`src/sctok_pkg.sv`:
```
`default_nettype none
package sctok_pkg;

  localparam int RES_POS_W = 12;

  localparam logic [1:0] KIND_ATTR = 2'd0;
  localparam logic [1:0] KIND_DONE = 2'd1;
  localparam logic [1:0] KIND_ERR  = 2'd2;

  typedef struct packed {
    logic [1:0]           kind;
    logic [RES_POS_W-1:0] name_begin;
    logic [RES_POS_W-1:0] name_end;
    logic                 has_value;
    logic [RES_POS_W-1:0] value_begin;
    logic [RES_POS_W-1:0] value_end;
    logic [RES_POS_W-1:0] error_pos;
    logic                 final_res;
  } res_t;

endpackage
`default_nettype wire

```
`src/sctok_parser.sv`:
```
`default_nettype none
module sctok_parser
  import sctok_pkg::*;
#(
  parameter int MAX_LEN = 4096
) (
  input  wire logic       clk,
  input  wire logic       rst_n,
  input  wire logic       step,
  input  wire logic [7:0] ch,
  output res_t            res0,
  output res_t            res1,
  output logic [1:0]      n_res
);

  localparam int POS_W = $clog2(MAX_LEN);
  localparam logic [POS_W-1:0] LAST_POS = POS_W'(MAX_LEN - 1);

  localparam logic [2:0] ST_START     = 3'd0;
  localparam logic [2:0] ST_NAME      = 3'd1;
  localparam logic [2:0] ST_NAME_POST = 3'd2;
  localparam logic [2:0] ST_VALUE_PRE = 3'd3;
  localparam logic [2:0] ST_VALUE     = 3'd4;
  localparam logic [2:0] ST_QUOTED    = 3'd5;
  localparam logic [2:0] ST_TRAIL     = 3'd6;

  localparam logic [7:0] CH_SEMI  = 8'h3b;
  localparam logic [7:0] CH_EQ    = 8'h3d;
  localparam logic [7:0] CH_QUOTE = 8'h22;

  logic [2:0]       st_r, st_nxt;
  logic [POS_W-1:0] off_r, off_nxt;
  logic [POS_W-1:0] nb_r, nb_nxt;
  logic [POS_W-1:0] ne_r, ne_nxt;
  logic [POS_W-1:0] vb_r, vb_nxt;
  logic [POS_W-1:0] ve_r, ve_nxt;
  logic             dr_r, dr_nxt;

  logic             is_z, is_semi, is_eq, is_quote, is_ws, is_name;
  logic [POS_W-1:0] off_inc;
  logic             attr, done, err, a_hv;
  logic [POS_W-1:0] a_ne, a_vb, a_ve;

  assign is_z     = (ch == 8'd0);
  assign is_semi  = (ch == CH_SEMI);
  assign is_eq    = (ch == CH_EQ);
  assign is_quote = (ch == CH_QUOTE);
  assign is_ws    = (ch == 8'd32) || (ch >= 8'd9 && ch <= 8'd13);
  assign is_name  = (ch > 8'd32) && (ch < 8'd127) && !is_semi && !is_eq;
  assign off_inc  = (off_r < LAST_POS) ? off_r + 1'b1 : off_r;

  always_comb begin
    st_nxt  = st_r;
    off_nxt = off_r;
    nb_nxt  = nb_r;
    ne_nxt  = ne_r;
    vb_nxt  = vb_r;
    ve_nxt  = ve_r;
    dr_nxt  = dr_r;
    attr    = 1'b0;
    done    = 1'b0;
    err     = 1'b0;
    a_hv    = 1'b0;
    a_ne    = ne_r;
    a_vb    = vb_r;
    a_ve    = ve_r;
    if (step) begin
      if (dr_r) begin
        if (is_z) begin
          dr_nxt  = 1'b0;
          st_nxt  = ST_START;
          off_nxt = '0;
        end else begin
          off_nxt = off_inc;
        end
      end else if (!is_z && off_r >= LAST_POS) begin
        err = 1'b1;
      end else begin
        unique case (st_r)
          ST_START: begin
            if (is_z) begin
              done = 1'b1;
            end else if (is_ws) begin
              st_nxt = ST_START;
            end else if (is_name) begin
              nb_nxt = off_r;
              st_nxt = ST_NAME;
            end else begin
              err = 1'b1;
            end
          end
          ST_NAME: begin
            if (is_name) begin
              st_nxt = ST_NAME;
            end else if (is_z || is_semi || is_eq || is_ws) begin
              ne_nxt = off_r;
              a_ne   = off_r;
              if (is_z || is_semi) begin
                attr   = 1'b1;
                done   = is_z;
                st_nxt = ST_START;
              end else if (is_eq) begin
                st_nxt = ST_VALUE_PRE;
              end else begin
                st_nxt = ST_NAME_POST;
              end
            end else begin
              err = 1'b1;
            end
          end
          ST_NAME_POST: begin
            if (is_z || is_semi) begin
              attr   = 1'b1;
              done   = is_z;
              st_nxt = ST_START;
            end else if (is_eq) begin
              st_nxt = ST_VALUE_PRE;
            end else if (is_ws) begin
              st_nxt = ST_NAME_POST;
            end else begin
              err = 1'b1;
            end
          end
          ST_VALUE_PRE: begin
            if (is_z || is_semi) begin
              vb_nxt = off_r;
              ve_nxt = off_r;
              a_vb   = off_r;
              a_ve   = off_r;
              a_hv   = 1'b1;
              attr   = 1'b1;
              done   = is_z;
              st_nxt = ST_START;
            end else if (is_quote) begin
              vb_nxt = off_r + 1'b1;
              st_nxt = ST_QUOTED;
            end else if (is_ws) begin
              st_nxt = ST_VALUE_PRE;
            end else begin
              vb_nxt = off_r;
              st_nxt = ST_VALUE;
            end
          end
          ST_VALUE: begin
            if (is_z || is_semi || is_ws) begin
              ve_nxt = off_r;
              a_ve   = off_r;
              if (is_ws) begin
                st_nxt = ST_TRAIL;
              end else begin
                a_hv   = 1'b1;
                attr   = 1'b1;
                done   = is_z;
                st_nxt = ST_START;
              end
            end
          end
          ST_QUOTED: begin
            if (is_quote) begin
              ve_nxt = off_r;
              st_nxt = ST_TRAIL;
            end else if (is_z) begin
              err = 1'b1;
            end
          end
          ST_TRAIL: begin
            if (is_z || is_semi) begin
              a_hv   = 1'b1;
              attr   = 1'b1;
              done   = is_z;
              st_nxt = ST_START;
            end else if (!is_ws) begin
              st_nxt = ST_VALUE;
            end
          end
          default: begin
            st_nxt = ST_START;
          end
        endcase
      end

      if (!dr_r) begin
        if (err) begin
          st_nxt = ST_START;
          nb_nxt = '0;
          ne_nxt = '0;
          vb_nxt = '0;
          ve_nxt = '0;
          if (is_z) begin
            off_nxt = '0;
          end else begin
            dr_nxt  = 1'b1;
            off_nxt = off_inc;
          end
        end else if (done) begin
          st_nxt  = ST_START;
          off_nxt = '0;
          nb_nxt  = '0;
          ne_nxt  = '0;
          vb_nxt  = '0;
          ve_nxt  = '0;
        end else begin
          off_nxt = off_inc;
        end
      end
    end
  end

  always_comb begin
    res0 = '0;
    res1 = '0;
    res1.kind      = KIND_DONE;
    res1.final_res = 1'b1;
    if (attr) begin
      res0.kind       = KIND_ATTR;
      res0.name_begin = RES_POS_W'(nb_r);
      res0.name_end   = RES_POS_W'(a_ne);
      res0.has_value  = a_hv;
      res0.value_begin = a_hv ? RES_POS_W'(a_vb) : '0;
      res0.value_end   = a_hv ? RES_POS_W'(a_ve) : '0;
      res0.final_res  = !done;
    end else if (err) begin
      res0.kind      = KIND_ERR;
      res0.error_pos = RES_POS_W'(off_r);
      res0.final_res = 1'b1;
    end else begin
      res0.kind      = KIND_DONE;
      res0.final_res = 1'b1;
    end
    n_res = {1'b0, attr} + {1'b0, done} + {1'b0, err};
  end

  always_ff @(posedge clk) begin
    if (!rst_n) begin
      st_r  <= ST_START;
      off_r <= '0;
      nb_r  <= '0;
      ne_r  <= '0;
      vb_r  <= '0;
      ve_r  <= '0;
      dr_r  <= 1'b0;
    end else begin
      st_r  <= st_nxt;
      off_r <= off_nxt;
      nb_r  <= nb_nxt;
      ne_r  <= ne_nxt;
      vb_r  <= vb_nxt;
      ve_r  <= ve_nxt;
      dr_r  <= dr_nxt;
    end
  end

  a_zero_restarts: assert property (@(posedge clk) disable iff (!rst_n)
    (step && is_z) |=> (off_r == '0 && st_r == ST_START && !dr_r))
    else $error("terminator did not restart the parser");

  a_pair_is_attr_done: assert property (@(posedge clk) disable iff (!rst_n)
    (n_res == 2'd2) |-> (res0.kind == KIND_ATTR && !res0.final_res && !err))
    else $error("two results that are not attribute then done");

  a_drain_silent: assert property (@(posedge clk) disable iff (!rst_n)
    dr_r |-> (n_res == 2'd0))
    else $error("result while swallowing after an error");

  a_off_bound: assert property (@(posedge clk) disable iff (!rst_n)
    off_r <= LAST_POS)
    else $error("offset past its saturation point");

endmodule
`default_nettype wire

```
`src/sctok_res_fifo.sv`:
```
`default_nettype none
module sctok_res_fifo
  import sctok_pkg::*;
(
  input  wire logic       clk,
  input  wire logic       rst_n,
  input  wire logic [1:0] push_n,
  input  res_t            d0,
  input  res_t            d1,
  input  wire logic       pop,
  output logic            room2,
  output logic            head_vld,
  output res_t            head
);

  localparam int DEPTH = 4;
  localparam int PTR_W = $clog2(DEPTH);

  res_t             mem_r [DEPTH];
  logic [PTR_W-1:0] wr_r, wr_nxt;
  logic [PTR_W-1:0] rd_r, rd_nxt;
  logic [PTR_W:0]   cnt_r, cnt_nxt;
  logic             do_pop;

  assign head_vld = (cnt_r != '0);
  assign head     = mem_r[rd_r];
  assign room2    = (cnt_r <= (PTR_W+1)'(DEPTH - 2));
  assign do_pop   = pop && head_vld;

  always_comb begin
    wr_nxt  = wr_r + PTR_W'(push_n);
    rd_nxt  = rd_r + PTR_W'(do_pop);
    cnt_nxt = cnt_r + (PTR_W+1)'(push_n) - (PTR_W+1)'(do_pop);
  end

  always_ff @(posedge clk) begin
    if (push_n != 2'd0) begin
      mem_r[wr_r] <= d0;
    end
    if (push_n == 2'd2) begin
      mem_r[wr_r + 1'b1] <= d1;
    end
  end

  always_ff @(posedge clk) begin
    if (!rst_n) begin
      wr_r  <= '0;
      rd_r  <= '0;
      cnt_r <= '0;
    end else begin
      wr_r  <= wr_nxt;
      rd_r  <= rd_nxt;
      cnt_r <= cnt_nxt;
    end
  end

  a_push_has_room: assert property (@(posedge clk) disable iff (!rst_n)
    (push_n != 2'd0) |-> room2)
    else $error("push into a full result queue");

endmodule
`default_nettype wire

```
`src/set_cookie_attr_tokenizer_unit.sv`:
```
`default_nettype none
// channel  dir  handshake             payload
// in_      in   in_valid / in_stall   in_ch
// out_     out  out_valid / out_stall out_kind, out_name_begin, out_name_end, out_has_value,
//                                     out_value_begin, out_value_end, out_error_pos,
//                                     out_final_res
// One byte a cycle while the queue has room (in_stall low): a byte is registered, then parsed
// and its 0..2 results are written to a four-entry result queue, whose head drives the outputs.
// The parser step is taken only while the queue has room for two results.
// rst_n (synchronous) returns the parser to the start state at offset 0 and empties the queue.
// out_stall backs up the queue, then the input register, then in_stall.
module set_cookie_attr_tokenizer_unit
  import sctok_pkg::*;
#(
  parameter int MAX_LEN = 4096
) (
  input  wire logic                 clk,
  input  wire logic                 rst_n,
  input  wire logic                 in_valid,
  output logic                      in_stall,
  input  wire logic [7:0]           in_ch,
  output logic                      out_valid,
  input  wire logic                 out_stall,
  output logic [1:0]                out_kind,
  output logic [RES_POS_W-1:0]      out_name_begin,
  output logic [RES_POS_W-1:0]      out_name_end,
  output logic                      out_has_value,
  output logic [RES_POS_W-1:0]      out_value_begin,
  output logic [RES_POS_W-1:0]      out_value_end,
  output logic [RES_POS_W-1:0]      out_error_pos,
  output logic                      out_final_res
);

  logic       in_vld_r, in_vld_nxt;
  logic [7:0] ch_r;
  logic       room2, step, accept;
  logic [1:0] n_res;
  res_t       res0, res1, head;

  assign step     = in_vld_r && room2;
  assign in_stall = in_vld_r && !room2;
  assign accept   = in_valid && !in_stall;

  always_comb begin
    in_vld_nxt = in_vld_r;
    if (accept) begin
      in_vld_nxt = 1'b1;
    end else if (step) begin
      in_vld_nxt = 1'b0;
    end
  end

  always_ff @(posedge clk) begin
    if (!rst_n) begin
      in_vld_r <= 1'b0;
    end else begin
      in_vld_r <= in_vld_nxt;
    end
  end

  always_ff @(posedge clk) begin
    if (accept) begin
      ch_r <= in_ch;
    end
  end

  sctok_parser #(
    .MAX_LEN (MAX_LEN)
  ) u_parser (
    .clk   (clk),
    .rst_n (rst_n),
    .step  (step),
    .ch    (ch_r),
    .res0  (res0),
    .res1  (res1),
    .n_res (n_res)
  );

  sctok_res_fifo u_fifo (
    .clk      (clk),
    .rst_n    (rst_n),
    .push_n   (n_res),
    .d0       (res0),
    .d1       (res1),
    .pop      (!out_stall),
    .room2    (room2),
    .head_vld (out_valid),
    .head     (head)
  );

  assign out_kind        = head.kind;
  assign out_name_begin  = head.name_begin;
  assign out_name_end    = head.name_end;
  assign out_has_value   = head.has_value;
  assign out_value_begin = head.value_begin;
  assign out_value_end   = head.value_end;
  assign out_error_pos   = head.error_pos;
  assign out_final_res   = head.final_res;

endmodule
`default_nettype wire

```
`config.mk`:
```
export PLATFORM = sky130hd
export DESIGN_NAME = set_cookie_attr_tokenizer_unit
export DESIGN_NICKNAME = d
export VERILOG_FILES = /design/src/sctok_pkg.sv /design/src/sctok_parser.sv /design/src/sctok_res_fifo.sv /design/src/set_cookie_attr_tokenizer_unit.sv
export SDC_FILE = /design/constraint.sdc
export NUM_CORES = 1
export LEC_CHECK = 0
export ABC_AREA = 1
export BUFFER_PORTS_ARGS = -buffer_cell sky130_fd_sc_hd__buf_2
export CAP_MARGIN = 10
export CORE_MARGIN = 2
export CORE_UTILIZATION = 54
export DETAILED_ROUTE_END_ITERATION = 6
export PLACE_DENSITY = 0.72
export RECOVER_POWER = 100
export SKIP_LAST_GASP = 1
export SLEW_MARGIN = 20
export SYNTH_ARGS = -nofsm -noshare
export SYNTH_HDL_FRONTEND = slang
export SYNTH_SLANG_ARGS = --single-unit
```
`constraint.sdc`:
```
create_clock -name clk -period 5.1 [get_ports clk]
set_input_delay 0.51 -clock clk [delete_from_list [all_inputs] [get_ports clk]]
set_output_delay 0.51 -clock clk [all_outputs]
set_load 0.02 [all_outputs]
```
---- Yosys cells after proc, flatten, opt, wreduce, memory -nomap -nowiden ----
Memories as Yosys holds them, arrays and structs flattened. A register that Yosys moved wholly into a read port is not among the register bits.
Cells that the tools add are included.
storage, ports and cells
  bits in registers ....................... 80
  memory bits (writable) .................. 256
  input port bits ......................... 12
  output and inout port bits .............. 66
  logic and storage cells ................. 199
  memories ................................ 1
memory list
  name          depth  width  read ports  clocked after Yosys merged registers in  wr ports  RTL line              source
  u_fifo.mem_r  4      64     1           1                                        2         sctok_res_fifo.sv:19  res_t mem_r [DEPTH];
cells by class
  add/sub/neg operators ................... 8
  magnitude comparators ................... 7
  equal/unequal tests ..................... 11
  mux-type cells .......................... 132
  reductions and logical operators ........ 28
operators by type and width
  kind                                                                               count
  12-bit two-way mux                                                                 52
  3-bit two-way mux                                                                  23
  49-bit two-way mux                                                                 1
  1-bit two-way mux                                                                  46
  12-bit case mux with 3 select lines                                                1
  8-bit by 6-bit equality test with 1-bit output (second input constant)             4
  12-bit case mux with 2 select lines                                                1
  3-bit case mux with 7 select lines                                                 1
  12-bit by 1-bit adder with 12-bit output (second input constant)                   1
  12-bit >= comparator (second input constant)                                       1
  12-bit less-than comparator (second input constant)                                1
  3-bit equality test (second input constant)                                        3
  1-bit logical AND                                                                  9
  8-bit by 4-bit >= comparator with 1-bit output (second input constant)             1
  8-bit by 6-bit > comparator with 1-bit output (second input constant)              1
  8-bit by 4-bit less-or-equal comparator with 1-bit output (second input constant)  1
  8-bit zero test                                                                    1
  8-bit by 7-bit less-than comparator with 1-bit output (second input constant)      1
  1-bit case mux with 4 select lines                                                 2
  1-bit zero test                                                                    7
  3-bit by 2-bit equality test with 1-bit output (second input constant)             2
  2-bit two-way mux                                                                  3
  1-bit logical OR                                                                   5
  2-bit by 1-bit adder with 2-bit output                                             2
  other kinds (15)                                                                   16

---- Logic depth before layout (Yosys ltp) ----
  depth after elaboration ................. 16
  depth in mapped cells ................... 22
  gate-level depth less buffers ........... 20

---- Hierarchy ----
From an unflattened synthesis, not the netlist that was laid out.
unflattened totals
  cells, all modules ...................... 2412
  area, all modules ....................... 19356.1 um2
modules (own cells, without submodules)
  module                          times used  cells each  area an instance (um2)  seq. area each (um2)
  sctok_res_fifo                  1           1316        12888.6                 7827.5
  sctok_parser                    1           1077        6163.4                  1281.2
  set_cookie_attr_tokenizer_unit  1           19          304.0                   260.2

---- Worst setup path before layout ----
No wires, ideal clock.
  kind .................................... register to register
  start point ............................. reg u_parser.off_r[0]
  end point ............................... mem u_fifo.mem_r[0][27] in the netlist's numbering
  setup time .............................. 138 ps
  arrival ................................. 3591 ps
  data required time ...................... 4962 ps
  path slack .............................. 1372 ps
  cell stages (with the launch flop) ...... 19
  buffers on the path ..................... 4
  period minus slack after synthesis ...... 3728 ps
  cell sequence ........................... dfxtp_1 -> ha_1 -> nand2_1 -> nor2_2 -> nand3_2 -> nor2_4 -> nand2_4 -> nand2_8 -> nor2_8 -> inv_2 -> buf_4 -> nor2_8 -> buf_6 -> fa_1 -> nor2_1 -> nor3_1 -> clkbuf_1 -> clkbuf_1 -> a21oi_1
RTL lines
  element                 RTL line              source
  from (decl)             sctok_parser.sv:32    logic [POS_W-1:0] off_r, off_nxt;
  from (signal assigned)  sctok_parser.sv:244   off_r <= off_nxt;
  to (decl)               sctok_res_fifo.sv:19

---- Final worst setup path ----
  start point ............................. reg ch_r[0]
  end point ............................... reg u_parser.vb_r[9]
on the way
  longest elaborated chain between the ends .. 13
  elaborated cells on any way between the ends .. 54
  those cells by class .................... order compare (4); eq/ne (4); mux (32); reduce/logical (14)
ends and longest elaborated chain
  element                                                                       RTL line                                 source
  from (decl)                                                                   set_cookie_attr_tokenizer_unit.sv:35     logic [7:0] ch_r;
  from (signal assigned)                                                        set_cookie_attr_tokenizer_unit.sv:63     ch_r <= in_ch;
  8-bit by 4-bit >= comparator with 1-bit output, or another cell as far along  sctok_parser.sv:48                       assign is_ws = (ch == 8'd32) || (ch >= 8'd9 && ch <= 8'd13);
  1-bit logical AND, or another cell as far along                               sctok_parser.sv:48
  1-bit logical OR, or another cell as far along                                sctok_parser.sv:48
  1-bit logical OR or 1-bit logical AND (tied branches)                         sctok_parser.sv:95, sctok_parser.sv:49
  1-bit two-way mux (on tied branches)                                          sctok_parser.sv:95, sctok_parser.sv:85
  1-bit two-way mux (on tied branches)                                          sctok_parser.sv:93, sctok_parser.sv:83
  1-bit case mux with 4 select lines or 1-bit two-way mux (tied branches)       sctok_parser.sv:79, sctok_parser.sv:81
  1-bit two-way mux or 1-bit case mux with 4 select lines (tied branches)       sctok_parser.sv:76, sctok_parser.sv:79
  1-bit two-way mux (on tied branches)                                          sctok_parser.sv:68, sctok_parser.sv:76
  1-bit two-way mux (on tied branches)                                          sctok_parser.sv:67, sctok_parser.sv:68
  12-bit two-way mux or 1-bit two-way mux (tied branches)                       sctok_parser.sv:195, sctok_parser.sv:67
  12-bit two-way mux                                                            sctok_parser.sv:183                      if (err) begin
  12-bit two-way mux (*)                                                        sctok_parser.sv:182                      if (!dr_r) begin
  to (signal assigned)                                                          sctok_parser.sv:247                      vb_r <= vb_nxt;
  to (decl)                                                                     sctok_parser.sv:35                       logic [POS_W-1:0] vb_r, vb_nxt;
Every way passes the cells marked *; elsewhere a longest branch is shown, timed or not. The select of a mux whose other input is x is not followed.
A chain may end at the register's enable or synchronous reset.

==> results.py <==
metrics = {
    "critical_path": {
        "worstSetupEndpointType": "flop",
        "critPathTopFamily": "compound AO/OA/AOI/OAI gates",
        "cpPeakStageDelay_ns": 1.20,
        "critPathSlowestCell": "o21ai_0",
        "rr_endpoint": "u_parser.vb_r[9]$_SDFFE_PN0P_",
        "reg2reg_slack_ns": 0.51,
        "cp.arrival_ns": 5.03,
        "cp-start-kind": "flop",
        "critical_path.cell_chain": "nor2_1, nand2_2, nor2_4, inv_1, nand2_4, nor2_4, nand2_1, inv_1, nand2_1, nand3_2, o21ai_0, clkbuf_1, nand2_1, a21oi_1",
        "cpMostUsedCell": "nand2_1",
        "rr_startpoint": "ch_r[0]$_DFFE_PP_",
        "cp_max_fo": 32,
        "required_ns": 5.54,
        "crit_buf_inv": 3,
        "r2r_cells": 14,
        "crit_type": "flop to flop",
    },
    "sta": {
        "finalSetupTns_ns": 0,
        "finalHoldViolCount": 0,
        "hold_ws_ns": 0.164,
        "rsz0062_at_grt": "no",
        "fmax_mhz": 218,
        "layout_setup_ws_ns": 0.508,
        "worst_pin_slew_ns": 2.34,
        "finalCritPeriodShare_pct": 90.0,
        "setup_viol": 0,
        "slew_violations": 162,
        "relSlewSlack_pct": -56.1,
        "fin_skew_ns": 0.0131,
        "min_period_ns": 4.59,
    },
    "synthesis": {
        "synthArstFlopShare_pct": 0,
        "ys_seq_area_share_pct": 43.2,
        "synthFlopType": "dfxtp_1",
        "syn_area_per_cell_um2": 7.09,
        "synth_nets": 2243,
        "yosys.cell_types.count": 41,
        "synth_seq_cells": 336,
        "yosys_warnings": 0,
        "synth_edf_count": 8,
        "syn-cell-area_um2": 15800,
        "synthCells": 2222,
    },
    "cts": {
        "clockBufferDepth": 3,
        "cts_tree": "yes",
        "clkTransAtPathRegs_ns": 0.06,
        "clkSinkCount": 336,
        "worstSkewPairLatency_ns": 0.53,
        "clock-root-buffer": "clkbuf_16",
        "numCtsBuffers": 37,
        "htreeDepth": 2,
        "hold_buffers": 0,
        "postCtsSetupBuffers": 0,
        "cts-resized-gates": 0,
    },
    "floorplanning": {
        "die_area_um2": 30600,
        "die_h_um": 175,
        "core-area_um2": 28700,
        "start_util_pct": 54.9,
        "die_w_um": 175,
        "ios": 78,
        "core.rowCount": 62,
    },
    "routing": {
        "routed_wl_um": 47400,
        "drt_iter0_drc": 1902,
        "ant_nets": 0,
        "via_per_inst": 6.03,
        "drc": 0,
        "first_pass_iters": 6,
        "wl_per_cell_um": 18.2,
        "vias": 15700,
    },
    "global_routing": {
        "grt_max_degree": 129,
        "antenna_found_initial": 0,
        "gr-total-overflow": 0,
        "grt_pass1_wl_um": 76300,
        "grt_pass1_vias": 14500,
        "grt.total_usage_pct": 30.5,
    },
    "worst_hold_path": {
        "holdPathEnd": "ch_r[0]$_DFFE_PP_",
        "hp-class": "input port to flop",
        "min-delay-start": "in_ch[0]",
        "hold_depth": 1,
    },
    "final_layout": {
        "diodes": 0,
        "fillCellCount": 2694,
        "areaGrowthSynthToFinish_pct": 10.2,
        "instances_no_fill": 2605,
        "final_layout_size_suffix_gt1_share_pct": 6.84,
        "final_util_pct": 60.5,
        "design_area_um2": 17400,
        "fin_nets": 2214,
    },
    "placed_design": {
        "port_buffers": 77,
        "place_ws_ns": 0.939,
        "placed_cell_area_um2": 16200,
        "dpl.hpwl_um": 28600,
        "place_inst": 2537,
        "place.gp.congestion": 0.949,
    },
    "status": {
        "violations": "max-capacitance violations, max-slew violations",
        "status": "finished, violations left",
    },
    "pwr": {
        "p_leak_nw": 7.04,
        "peakVddDrop_mv": 0.438,
        "p_total_mw": 9.79,
        "powerDensity_nw_per_um2": 564,
    },
    "job": {
        "maxCapViolCount": 2,
    },
}
## kinds of logic after synthesis
family	count (synthesis)	share of synthesized area, %
buf+inv	291	7.51
flops	336	43.2
compound gates	927	30.6
fa+ha+maj	9	0.858
xor+xnor	7	0.389
simple gates	652	17.5
## power by group
part           switching (mW)  total (mW)  internal [mW]
Combinational            2.19        3.22           1.04
Sequential              0.430        3.79           3.36
Clock                    1.10        2.78           1.68
Total                    3.72        9.79           6.08
## routing by layer
| metal | wire [um] | vias to the layer above | track usage [%] |
|---|---|---|---|
| met5 | 0 | - | 0 |
| met4 | 1370 | 0 | 10.6 |
| met3 | 3790 | 114 | 5.46 |
| met2 | 21300 | 696 | 48.3 |
| met1 | 21000 | 7379 | 42.0 |
| li1 | - | 7514 | - |
## final cells by class
class	instances	area [um2]	area share, %
flip-flops and latches	336	6810	39.2
well taps	384	480	2.77
inverters	113	425	2.45
clock inverters	10	116	0.670
clock buffers	57	1160	6.70
repair buffers	110	637	3.67
multi-input cells	1595	7730	44.5
## state kept, by name (all words and copies together) (netlist names)
name / count
ch_r: 8
in_vld_r: 1
u_fifo.cnt_r: 3
u_fifo.mem_r: 256
u_fifo.rd_r: 2
u_fifo.wr_r: 2
u_parser.dr_r: 1
u_parser.nb_r: 12
u_parser.ne_r: 12
u_parser.off_r: 12
u_parser.st_r: 3
u_parser.vb_r: 12
u_parser.ve_r: 12
## Yosys cell counts (all sizes together) (4+ instances only)
master | number | area, um2
o31ai | 7 | 52.6
nand3 | 61 | 315
nand4 | 7 | 43.8
nor2 | 214 | 878
nor3 | 18 | 100
clkbuf | 148 | 558
nand2 | 349 | 1400
o22ai | 65 | 407
inv | 111 | 417
edfxtp | 8 | 240
xor2 | 6 | 52.6
ha | 6 | 75.1
a31oi | 4 | 25.0
dfxtp | 328 | 6570
o21a | 13 | 97.6
a22oi | 5 | 37.5
o211ai | 4 | 30.0
a21oi | 335 | 1680
buf | 30 | 201
o21ai | 493 | 2480
## worst max-delay path by stage
stage,startpoint,to,depth (start not counted)
after floorplan,u_parser.off_r[0]$_SDFFE_PN0P_,u_fifo.mem_r[0][27]$_SDFFE_PP0P_,18
after global placement,ch_r[3]$_DFFE_PP_,u_fifo.mem_r[1][27]$_SDFFE_PP0P_,20
after detailed placement,ch_r[0]$_DFFE_PP_,u_fifo.mem_r[0][41]$_SDFFE_PP0P_,20
after CTS,ch_r[0]$_DFFE_PP_,u_fifo.mem_r[2][36]$_SDFFE_PP0P_,20
after global routing,ch_r[3]$_DFFE_PP_,u_parser.vb_r[8]$_SDFFE_PN0P_,14
final,ch_r[0]$_DFFE_PP_,u_parser.vb_r[9]$_SDFFE_PN0P_,14
## cells in the final DEF (no fill, tap or decap), drive strengths merged
| cell | n |
|---|---|
| edfxtp | 8 |
| clkinv | 9 |
| clkinvlp | 1 |
| ha | 6 |
| o31ai | 7 |
| or2 | 2 |
| nor3 | 18 |
| buf | 44 |
| a21oi | 335 |
| dfxtp | 328 |
| nand4 | 7 |
| nand3 | 61 |
| nand3b | 1 |
| xnor2 | 1 |
| a31oi | 4 |
| o211ai | 4 |
| clkbuf | 123 |
| o22ai | 65 |
| fa | 3 |
| nand2 | 349 |
| o21a | 13 |
| o221ai | 1 |
| a22oi | 5 |
| xor2 | 6 |
| bufinv | 2 |
| o21ai | 493 |
| inv | 111 |
| nor2 | 214 |
Power figures use the tool's default switching activity.
